==> src/hdl/charlieplexed_seven_segment_scanner_defines.svh <==
// ---------------------------------------------------------------------------
// Seven-segment scanner assertion macros
// Concurrent assertion wrappers, compiled out for synthesis.
// ---------------------------------------------------------------------------
`ifndef CHARLIEPLEXED_SEVEN_SEGMENT_SCANNER_DEFINES_SVH
`define CHARLIEPLEXED_SEVEN_SEGMENT_SCANNER_DEFINES_SVH

`ifndef SYNTHESIS

// same-cycle implication
`define CS7S_ASSERT_IMP(name, clk, rst_n, ante, cons) \
    name: assert property (@(posedge clk) disable iff (!rst_n) (ante) |-> (cons)) \
        else $error("%m: assertion failed");

// next-cycle implication
`define CS7S_ASSERT_NXT(name, clk, rst_n, ante, cons) \
    name: assert property (@(posedge clk) disable iff (!rst_n) (ante) |=> (cons)) \
        else $error("%m: assertion failed");

`else

`define CS7S_ASSERT_IMP(name, clk, rst_n, ante, cons)
`define CS7S_ASSERT_NXT(name, clk, rst_n, ante, cons)

`endif

`endif

==> src/hdl/cs7s_pkg.sv <==
// ---------------------------------------------------------------------------
// Seven-segment scanner package
// Shared types, codes, glyph and charlieplex tables.
// ---------------------------------------------------------------------------
package cs7s_pkg;

    localparam int NUM_SEGMENTS_DEF = 23;
    localparam int NUM_PINS_DEF     = 6;

    localparam int SEG_W   = 5;
    localparam int PIN_W   = 3;
    localparam int VAL_W   = 16;
    localparam int MOD_W   = 10;
    localparam int DIGIT_W = 4;
    localparam int GLYPH_W = 7;
    localparam int PAT_W   = 23;
    localparam int CFG_IDX_W  = 1;
    localparam int CFG_DATA_W = 4;

    // command codes
    localparam logic CMD_TICK = 1'b0;
    localparam logic CMD_LOAD = 1'b1;

    // configuration register indexes
    localparam logic [CFG_IDX_W-1:0] CFG_ENABLE = 1'd0;
    localparam logic [CFG_IDX_W-1:0] CFG_FORMAT = 1'd1;

    // blanking codes
    localparam logic [1:0] BLANK_NONE    = 2'd0;
    localparam logic [1:0] BLANK_HUND    = 2'd1;
    localparam logic [1:0] BLANK_HT      = 2'd2;
    localparam logic [1:0] BLANK_HT_ALT  = 2'd3;

    // dot code bits
    localparam int DOT_RIGHT_BIT = 0;
    localparam int DOT_LEFT_BIT  = 1;

    typedef logic [SEG_W-1:0]   t_seg;
    typedef logic [PIN_W-1:0]   t_pin;
    typedef logic [VAL_W-1:0]   t_value;
    typedef logic [MOD_W-1:0]   t_mod;
    typedef logic [DIGIT_W-1:0] t_digit;
    typedef logic [GLYPH_W-1:0] t_glyph;
    typedef logic [PAT_W-1:0]   t_pattern;

    typedef struct packed {
        logic [1:0] blank;
        logic [1:0] dots;
    } t_fmt;

    typedef struct packed {
        t_pin hi;
        t_pin lo;
    } t_pin_pair;

    function automatic t_glyph glyph_of(input t_digit d);
        t_glyph g;
        case (d)
            4'd0:    g = 7'b0111111;
            4'd1:    g = 7'b0000110;
            4'd2:    g = 7'b1011011;
            4'd3:    g = 7'b1001111;
            4'd4:    g = 7'b1100110;
            4'd5:    g = 7'b1101101;
            4'd6:    g = 7'b1111101;
            4'd7:    g = 7'b0100111;
            4'd8:    g = 7'b1111111;
            4'd9:    g = 7'b1101111;
            default: g = '0;
        endcase
        return g;
    endfunction

    // drive/sink pin of each segment: digits a..g, then left and right dot
    function automatic t_pin_pair seg_pins(input t_seg s);
        t_pin_pair p;
        case (s)
            5'd0:    p = '{hi: 3'd0, lo: 3'd1};
            5'd1:    p = '{hi: 3'd0, lo: 3'd2};
            5'd2:    p = '{hi: 3'd0, lo: 3'd3};
            5'd3:    p = '{hi: 3'd0, lo: 3'd4};
            5'd4:    p = '{hi: 3'd0, lo: 3'd5};
            5'd5:    p = '{hi: 3'd1, lo: 3'd2};
            5'd6:    p = '{hi: 3'd1, lo: 3'd3};
            5'd7:    p = '{hi: 3'd1, lo: 3'd0};
            5'd8:    p = '{hi: 3'd2, lo: 3'd0};
            5'd9:    p = '{hi: 3'd3, lo: 3'd0};
            5'd10:   p = '{hi: 3'd4, lo: 3'd0};
            5'd11:   p = '{hi: 3'd5, lo: 3'd0};
            5'd12:   p = '{hi: 3'd1, lo: 3'd4};
            5'd13:   p = '{hi: 3'd1, lo: 3'd5};
            5'd14:   p = '{hi: 3'd2, lo: 3'd1};
            5'd15:   p = '{hi: 3'd3, lo: 3'd1};
            5'd16:   p = '{hi: 3'd4, lo: 3'd1};
            5'd17:   p = '{hi: 3'd5, lo: 3'd1};
            5'd18:   p = '{hi: 3'd3, lo: 3'd2};
            5'd19:   p = '{hi: 3'd4, lo: 3'd2};
            5'd20:   p = '{hi: 3'd5, lo: 3'd2};
            5'd21:   p = '{hi: 3'd2, lo: 3'd3};
            5'd22:   p = '{hi: 3'd2, lo: 3'd4};
            default: p = '{hi: 3'd0, lo: 3'd0};
        endcase
        return p;
    endfunction

    // (top nibble * 4096) mod 1000
    function automatic t_mod nibble_mod(input logic [3:0] n);
        t_mod m;
        case (n)
            4'd0:    m = 10'd0;
            4'd1:    m = 10'd96;
            4'd2:    m = 10'd192;
            4'd3:    m = 10'd288;
            4'd4:    m = 10'd384;
            4'd5:    m = 10'd480;
            4'd6:    m = 10'd576;
            4'd7:    m = 10'd672;
            4'd8:    m = 10'd768;
            4'd9:    m = 10'd864;
            4'd10:   m = 10'd960;
            4'd11:   m = 10'd56;
            4'd12:   m = 10'd152;
            4'd13:   m = 10'd248;
            4'd14:   m = 10'd344;
            4'd15:   m = 10'd440;
            default: m = 10'd0;
        endcase
        return m;
    endfunction

    // value mod 1000: split at bit 12, reduce each part, one final correction
    function automatic t_mod value_mod1000(input t_value v);
        logic [11:0] lo;
        t_mod        lo_mod;
        logic [10:0] sum;
        lo = v[11:0];
        if (lo >= 12'd4000) begin
            lo_mod = 10'(lo - 12'd4000);
        end else if (lo >= 12'd3000) begin
            lo_mod = 10'(lo - 12'd3000);
        end else if (lo >= 12'd2000) begin
            lo_mod = 10'(lo - 12'd2000);
        end else if (lo >= 12'd1000) begin
            lo_mod = 10'(lo - 12'd1000);
        end else begin
            lo_mod = lo[9:0];
        end
        sum = {1'b0, lo_mod} + {1'b0, nibble_mod(v[15:12])};
        if (sum >= 11'd1000) begin
            return 10'(sum - 11'd1000);
        end
        return sum[9:0];
    endfunction

endpackage

==> src/hdl/cs7s_if.sv <==
// ---------------------------------------------------------------------------
// Seven-segment scanner channels
// Valid/ready interfaces for the command, result and register channels.
// ---------------------------------------------------------------------------
interface cs7s_in_if;
    logic                   valid;
    logic                   ready;
    logic                   cmd;
    logic [15:0]            new_value;

    modport source (output valid, output cmd, output new_value, input ready);
    modport sink   (input valid, input cmd, input new_value, output ready);
endinterface

interface cs7s_out_if;
    logic                   valid;
    logic                   ready;
    logic [4:0]             scan_segment;
    logic                   drive_on;
    logic [2:0]             pin_high;
    logic [2:0]             pin_low;

    modport source (output valid, output scan_segment, output drive_on,
                    output pin_high, output pin_low, input ready);
    modport sink   (input valid, input scan_segment, input drive_on,
                    input pin_high, input pin_low, output ready);
endinterface

interface cs7s_cfg_if;
    logic                   valid;
    logic                   ready;
    logic [0:0]             index;
    logic [3:0]             data;

    modport source (output valid, output index, output data, input ready);
    modport sink   (input valid, input index, input data, output ready);
endinterface

==> src/hdl/cs7s_pattern.sv <==
// ---------------------------------------------------------------------------
// Seven-segment scanner pattern builder
// Splits the stored value into digits and forms the 23-bit segment pattern.
// ---------------------------------------------------------------------------
module cs7s_pattern (
    input  cs7s_pkg::t_mod     i_value,
    input  cs7s_pkg::t_fmt     i_fmt,
    output cs7s_pkg::t_pattern o_pattern
);
    import cs7s_pkg::*;

    t_digit     hund;
    t_digit     tens;
    t_digit     units;
    t_mod       hund_base;
    logic [6:0] rem;
    logic [6:0] tens_base;
    t_glyph     g_hund;
    t_glyph     g_tens;
    t_glyph     g_units;

    // digit extraction by parallel threshold compares
    always_comb begin
        hund      = '0;
        hund_base = '0;
        for (int k = 1; k < 10; k++) begin
            if (i_value >= MOD_W'(k * 100)) begin
                hund      = DIGIT_W'(k);
                hund_base = MOD_W'(k * 100);
            end
        end
        rem = 7'(i_value - hund_base);

        tens      = '0;
        tens_base = '0;
        for (int k = 1; k < 10; k++) begin
            if (rem >= 7'(k * 10)) begin
                tens      = DIGIT_W'(k);
                tens_base = 7'(k * 10);
            end
        end
        units = DIGIT_W'(rem - tens_base);
    end

    always_comb begin
        g_hund  = glyph_of(hund);
        g_tens  = glyph_of(tens);
        g_units = glyph_of(units);
        case (i_fmt.blank) inside
            BLANK_HUND: begin
                if (hund == '0) g_hund = '0;
            end
            BLANK_HT, BLANK_HT_ALT: begin
                if (hund == '0) g_hund = '0;
                if (hund == '0 && tens == '0) g_tens = '0;
            end
            default: ;
        endcase
        o_pattern = {i_fmt.dots[DOT_RIGHT_BIT], i_fmt.dots[DOT_LEFT_BIT],
                     g_units, g_tens, g_hund};
    end

endmodule

==> src/hdl/charlieplexed_seven_segment_scanner.sv <==
// ---------------------------------------------------------------------------
// Charlieplexed seven-segment scanner
// Three digits and two dots on a six-pin charlieplexed display.
// ---------------------------------------------------------------------------
// A load transaction (cmd 1) stores new_value mod 1000 and produces no result;
// a tick transaction (cmd 0) produces one result naming the segment scanned
// and, if that segment is lit, the pin to drive high and the pin to sink.
// Each transaction passes through the input register, and a tick then through
// the result register; one transaction is taken per clock unless a held result
// stalls it. The result register frees as soon as its transaction is taken, so
// a held result stalls input only for ticks. Registers (enable, format) are set
// over the always-ready register channel; the user must write them only while
// no transaction is in flight, as the block does not enforce it. With enable
// low a tick reports segment 0 with all pins released and restarts the scan.
`include "charlieplexed_seven_segment_scanner_defines.svh"

module charlieplexed_seven_segment_scanner #(
    parameter int NUM_SEGMENTS = cs7s_pkg::NUM_SEGMENTS_DEF,
    parameter int NUM_PINS     = cs7s_pkg::NUM_PINS_DEF
) (
    input  logic        i_clk,
    input  logic        i_rst_n,
    cs7s_cfg_if.sink    i_cfg,
    cs7s_in_if.sink     i_in,
    cs7s_out_if.source  o_out
);
    import cs7s_pkg::*;

    localparam int                SL_W      = SEG_W + 1;
    localparam logic [SL_W-1:0]   SEG_LIMIT = SL_W'(NUM_SEGMENTS);
    localparam logic [PIN_W:0]    PIN_LIMIT = (PIN_W + 1)'(NUM_PINS);
    localparam int                PAT_EXT_W = 2 ** SEG_W;

    // configuration and state
    logic       r_enable;
    t_fmt       r_fmt;
    t_mod       r_mod;
    t_seg       r_scan;

    // input register
    logic       r_in_valid;
    logic       r_in_cmd;
    t_value     r_in_value;

    // result register
    logic       r_out_valid;
    t_seg       r_out_seg;
    logic       r_out_on;
    t_pin       r_out_hi;
    t_pin       r_out_lo;

    logic                 out_free;
    logic                 stage_go;
    logic                 in_ready;
    logic                 tick_go;
    t_pattern             pattern;
    logic [PAT_EXT_W-1:0] pat_ext;
    t_seg                 seg;
    logic [SL_W-1:0]      seg_inc;
    t_pin_pair            pins;
    logic                 pins_ok;
    logic                 lit;
    t_seg                 n_scan;
    t_seg                 n_out_seg;
    logic                 n_out_on;
    t_pin                 n_out_hi;
    t_pin                 n_out_lo;

    cs7s_pattern u_pattern (
        .i_value   (r_mod),
        .i_fmt     (r_fmt),
        .o_pattern (pattern)
    );

    // handshake: a load never needs the result register
    assign out_free = !r_out_valid || o_out.ready;
    assign stage_go = r_in_valid && (r_in_cmd == CMD_LOAD || out_free);
    assign tick_go  = stage_go && r_in_cmd == CMD_TICK;
    assign in_ready = !r_in_valid || stage_go;

    assign i_in.ready  = in_ready;
    assign i_cfg.ready = 1'b1;

    always_comb begin
        seg     = ({1'b0, r_scan} >= SEG_LIMIT) ? '0 : r_scan;
        seg_inc = {1'b0, seg} + SL_W'(1);
        pat_ext = PAT_EXT_W'(pattern);
        pins    = seg_pins(seg);
        pins_ok = ({1'b0, pins.hi} < PIN_LIMIT) && ({1'b0, pins.lo} < PIN_LIMIT);
        lit     = r_enable && pat_ext[seg] && pins_ok;

        n_out_seg = r_enable ? seg : '0;
        n_out_on  = lit;
        n_out_hi  = lit ? pins.hi : '0;
        n_out_lo  = lit ? pins.lo : '0;

        if (!r_enable || seg_inc >= SEG_LIMIT) begin
            n_scan = '0;
        end else begin
            n_scan = seg_inc[SEG_W-1:0];
        end
    end

    always_ff @(posedge i_clk) begin
        if (!i_rst_n) begin
            r_enable    <= 1'b0;
            r_fmt       <= '0;
            r_mod       <= '0;
            r_scan      <= '0;
            r_in_valid  <= 1'b0;
            r_out_valid <= 1'b0;
        end else begin
            if (i_cfg.valid) begin
                unique case (i_cfg.index)
                    CFG_ENABLE: r_enable <= i_cfg.data[0];
                    CFG_FORMAT: r_fmt    <= t_fmt'(i_cfg.data);
                    default: ;
                endcase
            end
            if (in_ready) begin
                r_in_valid <= i_in.valid;
            end
            if (stage_go) begin
                if (r_in_cmd == CMD_LOAD) begin
                    r_mod <= value_mod1000(r_in_value);
                end else begin
                    r_scan <= n_scan;
                end
            end
            if (out_free) begin
                r_out_valid <= tick_go;
            end
        end
    end

    always_ff @(posedge i_clk) begin
        if (in_ready && i_in.valid) begin
            r_in_cmd   <= i_in.cmd;
            r_in_value <= i_in.new_value;
        end
        if (tick_go) begin
            r_out_seg <= n_out_seg;
            r_out_on  <= n_out_on;
            r_out_hi  <= n_out_hi;
            r_out_lo  <= n_out_lo;
        end
    end

    assign o_out.valid        = r_out_valid;
    assign o_out.scan_segment = r_out_seg;
    assign o_out.drive_on     = r_out_on;
    assign o_out.pin_high     = r_out_hi;
    assign o_out.pin_low      = r_out_lo;

    `CS7S_ASSERT_IMP(a_scan_bound, i_clk, i_rst_n, 1'b1, {1'b0, r_scan} < SEG_LIMIT)
    `CS7S_ASSERT_IMP(a_pins_distinct, i_clk, i_rst_n, r_out_valid && r_out_on, r_out_hi != r_out_lo)
    `CS7S_ASSERT_IMP(a_dark_released, i_clk, i_rst_n, r_out_valid && !r_out_on, r_out_hi == '0 && r_out_lo == '0)
    `CS7S_ASSERT_IMP(a_seg_bound, i_clk, i_rst_n, r_out_valid, {1'b0, r_out_seg} < SEG_LIMIT)
    `CS7S_ASSERT_NXT(a_load_silent, i_clk, i_rst_n, r_in_valid && r_in_cmd == CMD_LOAD && out_free, !r_out_valid)

endmodule

==> src/flat_wrapper.sv <==
// flat-port wrapper written by rule: the top's interface ports become plain ports
module charlieplexed_seven_segment_scanner_flat import cs7s_pkg::*;
#(
    parameter int NUM_SEGMENTS = cs7s_pkg::NUM_SEGMENTS_DEF,
    parameter int NUM_PINS     = cs7s_pkg::NUM_PINS_DEF
)
  (i_clk, i_rst_n, i_cfg_valid, i_cfg_index, i_cfg_data, i_cfg_ready, i_in_valid, i_in_cmd, i_in_new_value, i_in_ready, o_out_valid, o_out_scan_segment, o_out_drive_on, o_out_pin_high, o_out_pin_low, o_out_ready);
  cs7s_cfg_if i_cfg_i ();
  cs7s_in_if i_in_i ();
  cs7s_out_if o_out_i ();
  input  logic i_clk;
  input  logic i_rst_n;
  input wire logic [$bits(i_cfg_i.valid)-1:0] i_cfg_valid;
  input wire logic [$bits(i_cfg_i.index)-1:0] i_cfg_index;
  input wire logic [$bits(i_cfg_i.data)-1:0] i_cfg_data;
  output wire logic [$bits(i_cfg_i.ready)-1:0] i_cfg_ready;
  input wire logic [$bits(i_in_i.valid)-1:0] i_in_valid;
  input wire logic [$bits(i_in_i.cmd)-1:0] i_in_cmd;
  input wire logic [$bits(i_in_i.new_value)-1:0] i_in_new_value;
  output wire logic [$bits(i_in_i.ready)-1:0] i_in_ready;
  output wire logic [$bits(o_out_i.valid)-1:0] o_out_valid;
  output wire logic [$bits(o_out_i.scan_segment)-1:0] o_out_scan_segment;
  output wire logic [$bits(o_out_i.drive_on)-1:0] o_out_drive_on;
  output wire logic [$bits(o_out_i.pin_high)-1:0] o_out_pin_high;
  output wire logic [$bits(o_out_i.pin_low)-1:0] o_out_pin_low;
  input wire logic [$bits(o_out_i.ready)-1:0] o_out_ready;
  assign i_cfg_i.valid = i_cfg_valid;
  assign i_cfg_i.index = i_cfg_index;
  assign i_cfg_i.data = i_cfg_data;
  assign i_cfg_ready = i_cfg_i.ready;
  assign i_in_i.valid = i_in_valid;
  assign i_in_i.cmd = i_in_cmd;
  assign i_in_i.new_value = i_in_new_value;
  assign i_in_ready = i_in_i.ready;
  assign o_out_valid = o_out_i.valid;
  assign o_out_scan_segment = o_out_i.scan_segment;
  assign o_out_drive_on = o_out_i.drive_on;
  assign o_out_pin_high = o_out_i.pin_high;
  assign o_out_pin_low = o_out_i.pin_low;
  assign o_out_i.ready = o_out_ready;
  charlieplexed_seven_segment_scanner #(.NUM_SEGMENTS(NUM_SEGMENTS), .NUM_PINS(NUM_PINS)) u_core (.i_clk(i_clk), .i_rst_n(i_rst_n), .i_cfg(i_cfg_i), .i_in(i_in_i), .o_out(o_out_i));
endmodule
==> config.mk <==
export PLATFORM = sky130hd
export DESIGN_NAME = charlieplexed_seven_segment_scanner_flat
export DESIGN_NICKNAME = d
export VERILOG_FILES = /design/src/hdl/cs7s_pkg.sv /design/src/hdl/cs7s_if.sv /design/src/hdl/cs7s_pattern.sv /design/src/hdl/charlieplexed_seven_segment_scanner.sv /design/src/flat_wrapper.sv
export VERILOG_INCLUDE_DIRS = /design/src /design/src/hdl
export SDC_FILE = /design/constraint.sdc
export NUM_CORES = 1
export LEC_CHECK = 0
export BUFFER_PORTS_ARGS = -buffer_cell sky130_fd_sc_hd__buf_2
export CAP_MARGIN = 15
export CELL_PAD_IN_SITES_DETAIL_PLACEMENT = 0
export CELL_PAD_IN_SITES_GLOBAL_PLACEMENT = 1
export CORE_UTILIZATION = 51
export CTS_BUF_LIST = sky130_fd_sc_hd__clkbuf_4 sky130_fd_sc_hd__clkbuf_8
export DETAILED_ROUTE_END_ITERATION = 7
export PLACE_DENSITY = 0.86
export SYNTH_ARGS = -nofsm -noshare
export SYNTH_HDL_FRONTEND = slang
export SYNTH_SLANG_ARGS = --single-unit
==> constraint.sdc <==
create_clock -name i_clk -period 13.9 [get_ports i_clk]
set_input_delay 0 -clock i_clk [delete_from_list [all_inputs] [get_ports i_clk]]
set_output_delay 0 -clock i_clk [all_outputs]
set_load 0.005 [all_outputs]
After elaboration in Yosys (flattened, before gate mapping) --
Memories as Yosys holds them, arrays and structs flattened. A register that Yosys moved wholly into a read port is not among the register bits. Cells that the tools add are included. Widths: inputs -> output; s select.
Operators by class: order comparisons 28, bitwise operators 2, reduce and logical (&&, ||, !) cells 21, mux-type cells 63, add/sub/neg operators 9, equal/unequal tests 3
Operators with widths (number):
- $mux 10 | 12
- $mux 7 | 15
- $mux 4 | 20
- $sub 10x10->10 const B | 5
- $ge 10x10->1 const B | 4
- $ge 10x9->1 const B | 3
- $ge 12x12->1 const B | 2
- $ge 7x6->1 const B | 3
- $ge 7x7->1 const B | 3
- $ge 7x5->1 const B | 2
- $ge 12x10->1 const B | 1
- $ge 12x11->1 const B | 1
- $mux 3 | 4
- $add 10x10->11 | 1
- $ge 11x10->1 const B | 1
- $ge 10x7->1 const B | 1
- $ge 10x8->1 const B | 1
- $mux 5 | 2
- $logic_not 4->1 | 2
- $reduce_and 2->1 | 4
- $ge 7x4->1 const B | 1
- $logic_and 1x1->1 | 7
- $mux 1 | 7
- $sub 7x7->7 | 1
- 14 further kinds | 23
Word-level totals: memories kept 5, bits in registers 51, memory bits (read-only) 640, input bits 27
Memories:
- (name not given) | depth 32, bits a word 6, rd ports 1, clocked after Yosys merged registers in 0, wr ports 0, RTL line cs7s_pkg.sv:77 | case (s)
- (name not given) | depth 16, bits a word 7, rd ports 1, clocked after Yosys merged registers in 1, wr ports 0, RTL line cs7s_pkg.sv:109 | case (n)
- (name not given) | depth 16, bits a word 7, rd ports 1, clocked after Yosys merged registers in 0, wr ports 0, RTL line cs7s_pkg.sv:58 | case (d)
- (name not given) | depth 16, bits a word 7, rd ports 1, clocked after Yosys merged registers in 0, wr ports 0, RTL line cs7s_pkg.sv:58
- (name not given) | depth 16, bits a word 7, rd ports 1, clocked after Yosys merged registers in 0, wr ports 0, RTL line cs7s_pkg.sv:58

Longest topological paths before layout --
Gate-level depths: netlist of the first run.
depth after elaboration 30, gate-level depth with buffers 31

Cells and area by module --
Synthesis of the first run repeated with hierarchy kept, for this count alone.
Unflattened totals: cell total of the unflattened synthesis 685, area total of the unflattened synthesis 5564.1 um^2
Modules (own cells, without submodules):
- charlieplexed_seven_segment_scanner | instances 1, cells each 459, area an instance 4107.7 um^2
- cs7s_pattern | instances 1, cells each 226, area an instance 1456.4 um^2

Least setup slack after synthesis of the first run --
OpenSTA, ideal clock, no wires.
kind register to register, start point reg u_core.r_mod[3], end point reg u_core.r_out_lo[0] (netlist: u_core.o_out.pin_low[0]) (data pin), library setup time 146 ps, cell stages (with the launch flop) 29, clock period less this slack 5797 ps, slack 8103 ps, data required time 13754 ps, data arrival time 5651 ps, cells stage by stage dfxtp_1 > buf_6 > o311ai_0 > o21ai_0 > a21bo_2 > o21ai_0 > a21o_1 > nand2_1 > nand2_1 > ha_1 > inv_1 > fa_1 > a21o_1 > a21oi_2 > xnor2_2 > xor2_1 > buf_6 > a211oi_1 > o21ai_0 > and3_1 > ha_1 > inv_1 > fa_1 > inv_1 > nand2_1 > or4_4 > a31o_1 > a211oi_2 > a21boi_1
On the way: word-level cells in the longest chain between the ends 30, elaborated cells between the ends (all ways) 72, classes of those cells 2 x add/sub; 18 x order compare; 44 x mux; 5 x reduce/logical; 3 x memory
Ends and longest elaborated chain:
- start: declaration | RTL line charlieplexed_seven_segment_scanner.sv:37 | t_mod r_mod;
- start signal: assignment | RTL line charlieplexed_seven_segment_scanner.sv:125 | r_mod <= value_mod1000(r_in_value);
- parallel branches: the longest is 26 deep, another holds $ge 10x7->1
- $bmux 1 s5 (*) | RTL line charlieplexed_seven_segment_scanner.sv:90 | lit = r_enable && pat_ext[seg] && pins_ok;
- $mux 1 (not written as such) (*) | RTL line charlieplexed_seven_segment_scanner.sv:90
- $logic_and 1x1->1 (*) (2 in a row) | RTL line charlieplexed_seven_segment_scanner.sv:90
- via u_core.lit | RTL line charlieplexed_seven_segment_scanner.sv:62 | logic lit;
- end signal: assignment | RTL line charlieplexed_seven_segment_scanner.sv:145 | r_out_lo <= n_out_lo;
- end: declaration | RTL line charlieplexed_seven_segment_scanner.sv:50 | t_pin r_out_lo;
Mark *: on every way through the listed nets, which the timed path passes. The select of a mux whose other input is x is not followed. A chain may end at the register's enable or synchronous reset.

Final worst setup path of the first run --
start point reg u_core.r_mod[9], end point reg u_core.r_out_lo[0] (netlist: u_core.o_out.pin_low[0]) (data pin)
The elaborated chain is that of the path after synthesis.

==> out/metrics.yaml, run 1 <==
setup_viol: 0
startpoint: "u_core.r_mod[9]"
cts_buffers: 9
cts_max_path_buffers: 2
period_share: 0.491
core_mm2: 0.00982
drtIter0Drc: 184
ys.flop_type: "edfxtp_1"
clock.fmax_mhz: 146
io_pins: 42
r2r_setup_slack_ns: 7.07
hold_viol: 0
rr_startpoint: "u_core.r_mod[9]"
final_nets: 745
pwr_density_cell_mw_per_mm2: 151
final_cell_mix: "nand2_1, nor2_1, ha_1, a21oi_1, buf_2"
grt_pass1_wl_mm: 19.8
cts_root_buffer: "clkbuf_8"
multi_input_area_mm2: 0.00336
hpwl_mm: 8.85
finalPower_mw: 0.878
cts_tree: "done"
final_common_cell: "nand2_1"
syn_inst: 616
n_fill_cell: 898
gp_congestion: 0.942
tightest_slew_ns: 0.945
grt_max_degree: 24
crit_path_start_kind: "register"
grt_pass1_vias: 4326
pwr-share-seq: 0.223
h-tree-depth: 3
hp-class: "input pin to register"
rr_worst_depth: 26
path_max_fanout: 14
vias: 4617
switching_share: 0.440
tns_ns: 0
required_ns: 14.10
path_clk_slew_ns: 0.08
die_x_um: 103
cts_resized: 0
worst_clock_skew_ns: 0.0173
cp.arrival_ns: 7.03
drive_gt1_frac: 0.121
crit_type: "register to register"
syn_area_mm2: 0.00517
clk_latency_ns: 0.34
post_drt_wl_per_cell_um: 14.9
postSynthAreaPerCell_um2: 8.39
leakage_nw: 2.34
max-slew-margin-rel: 0.366
cts.sink_count: 57
rows: 36
die_h_um: 103
diodes: 0
finalWirelength_mm: 11.9
p_int_mw: 0.491
r2r_end: "u_core.o_out.pin_low[0]"
status: "finished clean"
rsz0062_at_grt: "no"
area_growth_pct: 12.2
final_max_slew_viol_count: 0
antenna_found_initial: 0
synth.distinct_cells: 84
yosys_warnings: 0
synth-seq-cells: 57
gr-usage-all-layers: 0.239
power.share.clock: 0.203
yosysSeqAreaShare: 0.277
start_util: 0.526
regArea_mm2: 0.00143
p_comb_frac: 0.574
cts_setup_buffers: 0
antenna_left: 0
grt-ovfl-total: 0
peakVddDrop_mv: 0.108
cp-end-kind: "register"
p_switching_mw: 0.387
die-area_mm2: 0.0105
synth-async-reset-ratio: 0
synth_nets: 695
synth-edff-count: 29
cp-endpoint: "u_core.o_out.pin_low[0]"
io_buffers: 40
drt_pre_antenna_iters: 4
viasPerCell: 5.74
period_needed_ns: 6.83
cap_viol_max_count: 0
drc: 0
## area by class of cell
type	count	share of cell area
clock inverters	5	0.0136
multi-input cells	492	0.580
flip-flops and latches	57	0.247
inverters	39	0.0253
clock buffers	11	0.0250
repair buffers	67	0.0803
well taps	133	0.0287
## layer usage
layer / vias to the layer above / routed length, µm / global-route usage
met5: - / 0 / 0
met4: 0 / 359 / 0.109
met3: 31 / 519 / 0.0339
met2: 150 / 5810 / 0.412
met1: 2112 / 5260 / 0.294
li1: 2324 / - / -
## stage by stage
stage / cell area (µm²) / setup WS [ns] / hold WS (ns) / cells / util
global placement: 5320 / 7.38 / 0.178 / 763 / 0.542
detailed placement: 5320 / 7.17 / 0.178 / 763 / 0.542
CTS: 5800 / 7.13 / 0.00463 / 804 / 0.590
floorplan: 5170 / 8.10 / 0.0989 / 616 / -
finish: 5800 / 7.07 / 0.0310 / 804 / 0.590
global route: 5800 / 6.58 / 0.0378 / 804 / 0.590
## cells in the mapped netlist, types with 4 or more instances
cell | n | area share
a21o_1 | 7 | 0.010
mux2i_1 | 7 | 0.014
nor2_1 | 51 | 0.037
o22ai_1 | 6 | 0.0073
nand2b_1 | 5 | 0.0061
nand4_1 | 6 | 0.0073
nor3_1 | 13 | 0.013
and2_1 | 8 | 0.0097
xor2_1 | 7 | 0.012
inv_1 | 39 | 0.028
a21boi_0 | 9 | 0.013
clkbuf_1 | 11 | 0.0080
edfxtp_1 | 29 | 0.17
clkbuf_8 | 4 | 0.011
nand3_1 | 25 | 0.024
a21oi_1 | 45 | 0.044
nor2b_1 | 18 | 0.022
ha_1 | 49 | 0.12
o31ai_1 | 5 | 0.0073
buf_2 | 4 | 0.0039
nand2_1 | 67 | 0.049
a31oi_1 | 12 | 0.015
xnor2_1 | 19 | 0.032
o311ai_0 | 6 | 0.010
and3_1 | 4 | 0.0048
o21ai_0 | 38 | 0.037
buf_6 | 5 | 0.011
dfxtp_1 | 28 | 0.11
a211oi_1 | 7 | 0.010
## cell families after synthesis
kind of cell / share of synthesized area
buf+inv: 0.0724
compound gates: 0.249
flops: 0.277
simple gates: 0.195
other cells: 0.000726
fa+ha+maj: 0.130
xor+xnor: 0.0579
mux: 0.0179
## what timing repair did
action / CTS / global route
hold buffers: 25 / 0
endpoints found under the hold margin: 25 / 0
endpoints found under the setup margin: 0 / 0
## power by group through the flow
stage / clock network, mW / logic (mW) / registers, mW
floorplan: 0 / 0.408 / 0.194
detailed placement: 0 / 0.485 / 0.200
finish: 0.178 / 0.504 / 0.196
global route: 0.188 / 0.563 / 0.198
global placement: 0 / 0.477 / 0.199
CTS: 0.182 / 0.494 / 0.196
## worst max-delay path, cell delays in order, from the launching register on
cell and delay (ns):
dfxtp_1 0.65, inv_1 0.16, o2111ai_1 0.21, a21bo_2 0.28, o21ai_0 0.15, a21o_1 0.15
nand2_1 0.05, nand2_1 0.17, ha_1 0.19, inv_1 0.05, fa_1 0.46, a21o_1 0.20
a21oi_2 0.17, xnor2_2 0.16, xor2_1 0.75, a211oi_1 0.16, o21ai_0 0.17, and3_1 0.26
ha_1 0.18, inv_1 0.05, fa_1 0.41, xnor2_1 0.40, nor3_1 0.13, or3_1 0.34
a31o_1 0.21, a211oi_2 0.39, a21boi_1 0.21
## how the worst min path moves through the flow
| stage | slack [ns] | startpoint | cells past startpoint | end |
|---|---|---|---|---|
| floorplan | 0.1 | i_in_cmd | 0 | u_core.r_in_cmd |
| global placement | 0.18 | i_in_new_value[10] | 1 | u_core.r_in_value[10] |
| detailed placement | 0.18 | i_in_new_value[8] | 1 | u_core.r_in_value[8] |
| CTS | 0.005 | i_cfg_index | 3 | u_core.r_fmt[3] |
| global route | 0.04 | i_cfg_index | 3 | u_core.r_fmt[3] |
| finish | 0.03 | i_cfg_index | 3 | u_core.r_fmt[3] |
No activity file was read; power rests on OpenSTA's default activity.
==> run 2: changes to the inputs <==
--- a/config.mk
+++ b/config.mk
@@ -10,10 +10,10 @@
 export CAP_MARGIN = 15
 export CELL_PAD_IN_SITES_DETAIL_PLACEMENT = 0
 export CELL_PAD_IN_SITES_GLOBAL_PLACEMENT = 1
-export CORE_UTILIZATION = 51
+export CORE_UTILIZATION = 48
 export CTS_BUF_LIST = sky130_fd_sc_hd__clkbuf_4 sky130_fd_sc_hd__clkbuf_8
 export DETAILED_ROUTE_END_ITERATION = 7
-export PLACE_DENSITY = 0.86
+export PLACE_DENSITY = 0.82
 export SYNTH_ARGS = -nofsm -noshare
 export SYNTH_HDL_FRONTEND = slang
 export SYNTH_SLANG_ARGS = --single-unit
==> constraint.sdc (replaced) <==
create_clock -name i_clk -period 6.8 [get_ports i_clk]
set_input_delay 0 -clock i_clk [delete_from_list [all_inputs] [get_ports i_clk]]
set_output_delay 0 -clock i_clk [all_outputs]
set_load 0.005 [all_outputs]
==> run 2 against run 1 <==
Against the previous run: via count is 1.8% higher; utilization shrank 3.1 points; highest routed layer unchanged; largest cell class unchanged; die area rose by 6.1%; clock-buffer cell count stayed put; sequential share of layout area hardly changed.
==> out/metrics.yaml, run 2 (same netlist as run 1, synthesis figures left out) <==
final_common_cell: "nand2_1"
placed_area_mm2: 0.00534  # +0.35%
cts_max_path_buffers: 2  # unchanged
grt_pass1_vias: 4675  # +8.1%
path_max_fanout: 12  # -2
period_share: 0.915  # +0.424
cap_viol_max_count: 0  # unchanged
clk_latency_ns: 0.35  # about the same
drtIter0Drc: 238  # +29%
die_x_um: 106  # +3.0%
antenna_found_initial: 0  # unchanged
cts_root_buffer: "clkbuf_8"
worst_clock_skew_ns: 0.0229  # +0.00558 ns
vias: 4699  # +1.8%
clock.fmax_mhz: 161  # +9.7%
io_pins: 42  # unchanged
area_growth_pct: 12.3
tightest_slew_ns: 0.944  # -0.000800 ns
hpwl_mm: 9.32  # +5.3%
hold-worst-slack_ns: 0.0288  # -0.00226 ns
cts_setup_buffers: 0  # unchanged
hold_viol: 0  # unchanged
cts.sink_count: 57  # unchanged
cts_tree: "done"
final_cell_mix: "nand2_1, nor2_1, ha_1, a21oi_1, buf_2"
drt_pre_antenna_iters: 5  # +1
start_util: 0.498  # -0.0279
gr-usage-all-layers: 0.232  # -0.00675
cts_buffers: 9  # unchanged
hp-class: "input pin to register"
drive_gt1_frac: 0.123  # +0.00243
h-tree-depth: 3  # unchanged
die-area_mm2: 0.0112  # +6.1%
viasPerCell: 5.80  # +1.0%
status: "finished clean"
diodes: 0  # unchanged
gp_congestion: 0.902  # -4.3%
final_nets: 748  # +0.40%
grt_pass1_wl_mm: 21.0  # +6.5%
tns_ns: 0  # unchanged
antenna_left: 0  # unchanged
setup_viol: 0  # unchanged
drc: 0  # unchanged
grt_max_degree: 24  # unchanged
final_max_slew_viol_count: 0  # unchanged
rows: 37  # +2.8%
grt-ovfl-total: 0  # unchanged
cp.arrival_ns: 6.43  # -0.60 ns
required_ns: 7.01  # -7.09 ns
peakVddDrop_mv: 0.204  # +89%
period_needed_ns: 6.22  # -0.604 ns
crit_path_start_kind: "register"
max-slew-margin-rel: 0.366  # +0.000537
rsz0062_at_grt: "no"
die_h_um: 106  # +3.0%
cp-end-kind: "register"
final_area_mm2: 0.00580  # +0.11%
pwr_density_cell_mw_per_mm2: 307  # +100%
leakage_nw: 2.34  # about the same
path_clk_slew_ns: 0.08  # about the same
post_drt_wl_per_cell_um: 15.5  # +4.4%
core_mm2: 0.0104  # +5.6%
io_buffers: 40  # unchanged
crit_type: "register to register"
finalWirelength_mm: 12.6  # +5.2%
[run 2: final cells by class]
class                      count  area [µm²]
clock inverter                 5        56.3
fill                         977        4570
multi-input combinational    492        3360
inverter                      39         146
timing repair buffer          70         490
sequential                    57        1430
tap                          136         170
clock buffer                  11         145
[run 2: worst max-delay path: stages (launching register included)]
cell      delay, ns
dfxtp_1        0.64
o311a_1        0.31
o21ai_0        0.10
a21bo_2        0.25
o21ai_0        0.14
a21o_1         0.15
nand2_1        0.05
nand2_1        0.16
ha_1           0.20
inv_1          0.06
fa_1           0.45
xor2_2         0.38
a21oi_1        0.12
o311ai_0       0.43
o311ai_0       0.20
and3_1         0.23
ha_1           0.19
inv_1          0.06
fa_1           0.47
inv_1          0.17
nand2_1        0.10
or4_4          0.44
a31o_1         0.26
a211oi_2       0.34
a21boi_1       0.20
[run 2: layer usage]
layer	up-vias	part of all wire	GRT usage
li1	2329	-	-
met1	2223	0.43	0.261
met2	119	0.51	0.433
met3	28	0.031	0.0365
met4	0	0.026	0.0933
met5	-	0	0
[run 2: where the power goes]
group          internal [mW]  switching, mW
combinational          0.414          0.638
sequential             0.380         0.0213
clock                  0.183          0.146
total                  0.977          0.806
[run 2: worst paths after layout]
check	from	end	slack (ns)	cells after the start
max	u_core.r_mod[6]	u_core.o_out.pin_low[0]	0.58	24
min	i_cfg_index	u_core.r_fmt[3]	0.03	3
max reg2reg	u_core.r_mod[6]	u_core.o_out.pin_low[0]	0.58	24
min reg2reg	u_core.r_fmt[1]	u_core.r_fmt[1]	0.47	2
[run 2: timing repair]
| item | 4_1_cts | 5_1_grt |
|---|---|---|
| hold buffers | 26 | 0 |
| gates resized for setup | 0 | 1 |
| hold endpoints to repair | 24 | 0 |
| setup endpoints to repair | 0 | 5 |
[run 2: stage by stage]
step	cells	util	setup WS, ns	power, mW
floorplan	616	-	1.00	1.23
global placement	768	0.515	0.786	1.41
detailed placement	768	0.515	0.484	1.42
CTS	810	0.559	0.456	1.77
global route	810	0.559	0.0106	1.92
finish	810	0.559	0.576	1.78
